[src/rtl/gpt_pkg.sv]
// Shared constants, types and command codes of the Goertzel peak tracker.
// Used by the controller, the datapath, the multiplier and the checker.
`timescale 1ns / 1ps
`default_nettype none

package gpt_pkg;

	localparam int SAMPLE_BITS = 12;
	localparam int ACC_BITS    = 48;
	localparam int TOP_COUNT   = 3;
	localparam int FRAC_BITS   = 14;
	localparam int COEFF_BITS  = 16;
	localparam int FREQ_BITS   = 11;
	localparam int MAG_OUT_W   = 63;
	localparam int SHOWN_PEAKS = 3;

	localparam int CHUNK_W   = 16;
	localparam int D_CHUNKS  = (ACC_BITS + CHUNK_W - 1) / CHUNK_W;
	localparam int U_BITS    = ACC_BITS + COEFF_BITS;
	localparam int U_CHUNKS  = (U_BITS + CHUNK_W - 1) / CHUNK_W;
	localparam int B_PAD     = U_CHUNKS * CHUNK_W;
	localparam int IDX_W     = $clog2(U_CHUNKS);
	localparam int PP_W      = ACC_BITS + CHUNK_W + 1;
	localparam int PROD_W    = ACC_BITS + B_PAD;
	localparam int REC_W     = ACC_BITS + 4;
	localparam int MAG_SHIFT = 3 * FRAC_BITS;
	localparam int MAG_W_A   = PROD_W + FRAC_BITS + 2;
	localparam int MAG_W_B   = MAG_SHIFT + MAG_OUT_W + 2;
	localparam int MAG_W     = (MAG_W_A > MAG_W_B) ? MAG_W_A : MAG_W_B;

	typedef logic [SAMPLE_BITS-1:0]       sample_t;
	typedef logic signed [COEFF_BITS-1:0] coeff_t;
	typedef logic [FREQ_BITS-1:0]         freq_t;
	typedef logic signed [ACC_BITS-1:0]   acc_t;
	typedef logic [MAG_OUT_W-1:0]         mag_t;
	typedef logic [IDX_W-1:0]             idx_t;

	localparam idx_t IDX_D_TOP = idx_t'(D_CHUNKS - 1);
	localparam idx_t IDX_U_TOP = idx_t'(U_CHUNKS - 1);

	localparam logic [3:0] OP_NONE    = 4'd0;
	localparam logic [3:0] OP_MUL     = 4'd1;
	localparam logic [3:0] OP_REC     = 4'd2;
	localparam logic [3:0] OP_MAG_SET = 4'd3;
	localparam logic [3:0] OP_MAG_ADD = 4'd4;
	localparam logic [3:0] OP_MAG_SUB = 4'd5;
	localparam logic [3:0] OP_SAVE_U  = 4'd6;
	localparam logic [3:0] OP_FINAL   = 4'd7;
	localparam logic [3:0] OP_INSERT  = 4'd8;
	localparam logic [3:0] OP_OUT     = 4'd9;

	localparam logic A_D1 = 1'b0;
	localparam logic A_D2 = 1'b1;

	localparam logic [1:0] B_COEFF = 2'd0;
	localparam logic [1:0] B_D1    = 2'd1;
	localparam logic [1:0] B_D2    = 2'd2;
	localparam logic [1:0] B_U     = 2'd3;

	typedef struct packed {
		logic       load;
		logic [3:0] op;
		logic       a_sel;
		logic [1:0] b_sel;
		idx_t       idx;
		logic       lead;
	} cmd_t;

	typedef struct packed {
		logic last;
	} status_t;

endpackage

`default_nettype wire

[src/rtl/gpt_ctrl.sv]
// Controller of the peak tracker: sequences the recurrence and, on a closing sample,
// the magnitude, table insert and result handshake. Uses gpt_pkg; drives gpt_datapath.
`timescale 1ns / 1ps
`default_nettype none

module gpt_ctrl (
	input  logic             clk,
	input  logic             arst_n,
	input  logic             in_valid,
	output logic             in_ready,
	output logic             out_valid,
	input  logic             out_ready,
	input  gpt_pkg::status_t status,
	output gpt_pkg::cmd_t    cmd
);
	import gpt_pkg::*;

	localparam logic [3:0] S_IDLE   = 4'd0;
	localparam logic [3:0] S_RMUL   = 4'd1;
	localparam logic [3:0] S_RUPD   = 4'd2;
	localparam logic [3:0] S_SQ1    = 4'd3;
	localparam logic [3:0] S_SQ1A   = 4'd4;
	localparam logic [3:0] S_SQ2    = 4'd5;
	localparam logic [3:0] S_SQ2A   = 4'd6;
	localparam logic [3:0] S_UMUL   = 4'd7;
	localparam logic [3:0] S_USAVE  = 4'd8;
	localparam logic [3:0] S_XMUL   = 4'd9;
	localparam logic [3:0] S_XSUB   = 4'd10;
	localparam logic [3:0] S_FINAL  = 4'd11;
	localparam logic [3:0] S_INSERT = 4'd12;
	localparam logic [3:0] S_OUT    = 4'd13;

	logic [3:0] state_q;
	logic [3:0] state_d;
	idx_t       idx_q;
	idx_t       idx_d;
	logic       out_valid_q;
	logic       out_load;

	assign in_ready  = (state_q == S_IDLE);
	assign out_valid = out_valid_q;

	always_comb begin
		cmd.load  = 1'b0;
		cmd.op    = OP_NONE;
		cmd.a_sel = A_D1;
		cmd.b_sel = B_COEFF;
		cmd.idx   = idx_q;
		cmd.lead  = 1'b0;
		state_d   = state_q;
		idx_d     = idx_q;
		out_load  = 1'b0;
		case (state_q)
			S_IDLE: begin
				if (in_valid) begin
					cmd.load = 1'b1;
					state_d  = S_RMUL;
				end
			end
			S_RMUL: begin
				cmd.op   = OP_MUL;
				cmd.idx  = '0;
				cmd.lead = 1'b1;
				state_d  = S_RUPD;
			end
			S_RUPD: begin
				cmd.op = OP_REC;
				if (status.last) begin
					idx_d   = IDX_D_TOP;
					state_d = S_SQ1;
				end else begin
					state_d = S_IDLE;
				end
			end
			S_SQ1: begin
				cmd.op    = OP_MUL;
				cmd.b_sel = B_D1;
				cmd.lead  = (idx_q == IDX_D_TOP);
				if (idx_q == '0) begin
					state_d = S_SQ1A;
				end else begin
					idx_d = idx_q - 1'b1;
				end
			end
			S_SQ1A: begin
				cmd.op  = OP_MAG_SET;
				idx_d   = IDX_D_TOP;
				state_d = S_SQ2;
			end
			S_SQ2: begin
				cmd.op    = OP_MUL;
				cmd.a_sel = A_D2;
				cmd.b_sel = B_D2;
				cmd.lead  = (idx_q == IDX_D_TOP);
				if (idx_q == '0) begin
					state_d = S_SQ2A;
				end else begin
					idx_d = idx_q - 1'b1;
				end
			end
			S_SQ2A: begin
				cmd.op  = OP_MAG_ADD;
				state_d = S_UMUL;
			end
			S_UMUL: begin
				cmd.op   = OP_MUL;
				cmd.idx  = '0;
				cmd.lead = 1'b1;
				state_d  = S_USAVE;
			end
			S_USAVE: begin
				cmd.op  = OP_SAVE_U;
				idx_d   = IDX_U_TOP;
				state_d = S_XMUL;
			end
			S_XMUL: begin
				cmd.op    = OP_MUL;
				cmd.a_sel = A_D2;
				cmd.b_sel = B_U;
				cmd.lead  = (idx_q == IDX_U_TOP);
				if (idx_q == '0) begin
					state_d = S_XSUB;
				end else begin
					idx_d = idx_q - 1'b1;
				end
			end
			S_XSUB: begin
				cmd.op  = OP_MAG_SUB;
				state_d = S_FINAL;
			end
			S_FINAL: begin
				cmd.op  = OP_FINAL;
				state_d = S_INSERT;
			end
			S_INSERT: begin
				cmd.op  = OP_INSERT;
				state_d = S_OUT;
			end
			S_OUT: begin
				if (!out_valid_q || out_ready) begin
					cmd.op   = OP_OUT;
					out_load = 1'b1;
					state_d  = S_IDLE;
				end
			end
			default: begin
				state_d = S_IDLE;
			end
		endcase
	end

	always_ff @(posedge clk or negedge arst_n) begin
		if (!arst_n) begin
			state_q     <= S_IDLE;
			idx_q       <= '0;
			out_valid_q <= 1'b0;
		end else begin
			state_q <= state_d;
			idx_q   <= idx_d;
			if (out_load) begin
				out_valid_q <= 1'b1;
			end else if (out_ready) begin
				out_valid_q <= 1'b0;
			end
		end
	end

endmodule

`default_nettype wire

[config.mk]
export PLATFORM = sky130hd
export DESIGN_NAME = gpt_ctrl
export DESIGN_NICKNAME = d
export VERILOG_FILES = /design/src/rtl/gpt_pkg.sv /design/src/rtl/gpt_ctrl.sv
export SDC_FILE = /design/constraint.sdc
export NUM_CORES = 1
export LEC_CHECK = 0
export ABC_AREA = 1
export BUFFER_PORTS_ARGS = -buffer_cell sky130_fd_sc_hd__buf_4
export CORE_MARGIN = 3
export CORE_UTILIZATION = 50
export CTS_BUF_LIST = sky130_fd_sc_hd__clkbuf_8 sky130_fd_sc_hd__clkbuf_16
export DETAILED_ROUTE_END_ITERATION = 10
export PLACE_DENSITY = 0.77
export SYNTH_ARGS = -nofsm -noshare
export SYNTH_HDL_FRONTEND = slang
export SYNTH_SLANG_ARGS = --single-unit
[constraint.sdc]
create_clock -name clk -period 1.7 [get_ports clk]
set_clock_uncertainty 0.15 [all_clocks]
set_input_delay 0.17 -clock clk [delete_from_list [all_inputs] [get_ports clk]]
set_output_delay 0.17 -clock clk [all_outputs]
set_load 0.01 [all_outputs]
==> impl_metrics.json <==
{
  "min_from": "out_ready",
  "peakVddDrop_mv": 1.49,
  "synth_cells": 104,
  "busiest_layer": "met2",
  "grt_start_max_net_pins": 8,
  "gr-total-overflow": 0,
  "num_vias": 745,
  "register_area_sq_um": 180,
  "area_growth_pct": 47.2,
  "layout-drive-gt1-share": 0.455,
  "p_comb_frac": 0.707,
  "use_met2": 0.290,
  "period_minus_slack_ns": 1.73,
  "cts_made_buffers": 3,
  "ys_seq_area_frac": 0.270,
  "cp.required_ns": 1.38,
  "p_per_area_nw_per_um2": 2180,
  "cts_tree": "yes",
  "grt_pass1_wl_mm": 2.68,
  "cp-start-kind": "register",
  "postSynthAreaPerCell_sq_um": 6.24,
  "dp_hpwl_mm": 1.29,
  "dp_slack_ns": 0.143,
  "max-slew-margin-rel": 0.859,
  "finalHoldViolCount": 0,
  "synth_fp_nets": 110,
  "wl_per_cell_microns": 11.1,
  "root_buffer": "clkbuf_8",
  "antenna_found_initial": 0,
  "dpl.cell_count": 136,
  "ys_ff_latch": 7,
  "holdPathStages": 4,
  "rsz0062_at_grt": "yes",
  "drv_slew": 0,
  "seq_power_share": 0.183,
  "ff2ff_path_depth": 7,
  "cts.sink_count": 7,
  "diodes": 0,
  "std_cell_rows": 12,
  "final_cell_count_no_fill": 146,
  "fp.dieW_microns": 42.0,
  "netSwitchingFraction": 0.492,
  "fill_cells": 82,
  "max_freq_ghz": 0.580,
  "fin_crit_sh": 1.01,
  "failed_checks": "negative setup slack",
  "arrival_ns": 1.41,
  "timing.hold.ws_ns": 0.0803,
  "path_clk_slew_ns": 0.04,
  "clock_latency_ns": 0.23,
  "fin_setup_tns_ns": -0.0252,
  "path_class": "reg2out",
  "intPower_mw": 1.06,
  "grtUsageMet3": 0.0472,
  "hold_class": "in2reg",
  "setup_ws_ns": -0.0252,
  "path_max_fanout": 5,
  "r2r-end": "state_q[1]",
  "drcViolationCount": 0,
  "finalWeightedCongestion": 0.876,
  "yosys_warnings": 0,
  "run_status": "finished with violations",
  "holdPathEnd": "out_valid",
  "crit_start": "state_q[3]",
  "worstMarginPinSlew_ns": 0.211,
  "p_clk_frac": 0.110,
  "h-tree-depth": 1,
  "finalSetupViolations": 1,
  "grt_util_all_layers": 0.197,
  "start_util": 0.562,
  "grt_pass1_vias": 666,
  "first_pass_iters": 4,
  "switching_power_mw": 1.03,
  "syn_area_sq_um": 649,
  "ios": 18,
  "r2r_start": "state_q[2]",
  "nNetsFinal": 139,
  "ys_types": 21,
  "core_sq_um": 1160,
  "die_h_microns": 42.0,
  "place.port_buffers": 17,
  "drv_cap": 0,
  "reg2reg_setup_slack_ns": 0.14,
  "dieArea_sq_um": 1770,
  "grtUsageMet1": 0.274,
  "multi_input_area_sq_um": 457,
  "vias_per_cell": 5.10,
  "end_kind": "output port",
  "drt-total-wl_mm": 1.63,
  "cts_buffer_depth": 2,
  "cellLeakagePower_nw": 0.539,
  "drt_iter0_drc": 20,
  "antenna_left": 0
}
-- area by class of cell --
cell class / instances / share of cell area
multi-input combinational: 80 / 0.478
timing repair buffer: 25 / 0.199
sequential: 7 / 0.188
inverter: 16 / 0.0681
clock buffer: 3 / 0.0432
tap: 14 / 0.0183
clock inverter: 1 / 0.00524
-- flip-flops by register name, indices dropped and copies added, names as in the netlist --
register and cells:
idx_q 2, out_valid 1, state_q 4
-- cell usage after synthesis --
library cell | count | share of area
nand2_1 | 35 | 0.20
nand3_1 | 13 | 0.10
inv_1 | 12 | 0.069
nor2_1 | 11 | 0.064
dfrtp_1 | 7 | 0.27
inv_2 | 4 | 0.023
nand2_4 | 3 | 0.052
nand4_1 | 3 | 0.029
nand2_2 | 2 | 0.019
nand3_2 | 2 | 0.031
nor2_2 | 2 | 0.019
a21o_1 | 1 | 0.012
a21oi_1 | 1 | 0.0077
buf_4 | 1 | 0.012
ha_1 | 1 | 0.019
nor2_4 | 1 | 0.017
nor3_1 | 1 | 0.0077
o21ai_0 | 1 | 0.0077
o21bai_1 | 1 | 0.012
or2_4 | 1 | 0.013
xor2_1 | 1 | 0.013
-- critical path: stages (launching register included) --
cell	delay, ns
dfrtp_2	0.47
inv_4	0.07
nor2_4	0.15
nand2_2	0.08
xor2_1	0.14
nand3_1	0.06
nand3_1	0.06
buf_4	0.14
-- through the flow --
stage | power [mW] | instance area (sq um) | util
floorplan | 1.20 | 649 | -
global placement | 1.60 | 802 | 0.694
detailed placement | 1.63 | 802 | 0.694
CTS | 2.07 | 945 | 0.817
global route | 2.27 | 956 | 0.827
finish | 2.08 | 956 | 0.827
-- worst max path at each step --
stage,to,depth (start not counted)
final,cmd[0],7
after global routing,cmd[0],7
after CTS,cmd[7],7
after detailed placement,cmd[7],6
after global placement,cmd[7],6
after floorplan,state_q[0],5
-- routing by layer --
layer,share of wire,wire (microns)
met1,0.49,800
met2,0.44,709
met3,0.071,115
met4,0,0
met5,0,0
-- power groups by stage --
stage	Combinational, mW	Clock [mW]	Sequential (mW)
2_1_floorplan	0.884	0	0.317
3_3_place_gp	1.27	0	0.332
3_5_place_dp	1.29	0	0.338
4_1_cts	1.45	0.238	0.376
5_1_grt	1.63	0.250	0.390
6_report	1.47	0.229	0.381
-- cells by family (layout without fill, tap and decap cells) --
group,after synthesis,count (layout),synth area share
and+or+nand+nor,74,74,0.555
buffers and inverters,17,45,0.104
DFF,7,7,0.270
AOI/OAI and AO/OA,4,4,0.0385
adders and majority gates,1,1,0.0193
xor gates and xnor gates,1,1,0.0135
-- layout by cell type, fill, tap and decap left out, types with 4 or more instances in the layout --
cell type	instances
dfrtp_2	4
buf_4	24
nand3_1	13
nand2_2	6
inv_1	9
nand2_1	30
nor2_1	6
inv_2	5
nor2_4	5
nand2_4	4
-- repair_timing --
action / in CTS / in global routing
setup endpoints to repair: 3 / 7
endpoints found under the hold margin: 7 / 0
pin swaps: 6 / 0
buffers inserted: 4 / 1
hold buffers: 1 / 0
gates resized for setup: 22 / 3
Note: power is estimated with default switching activity, not from simulation.
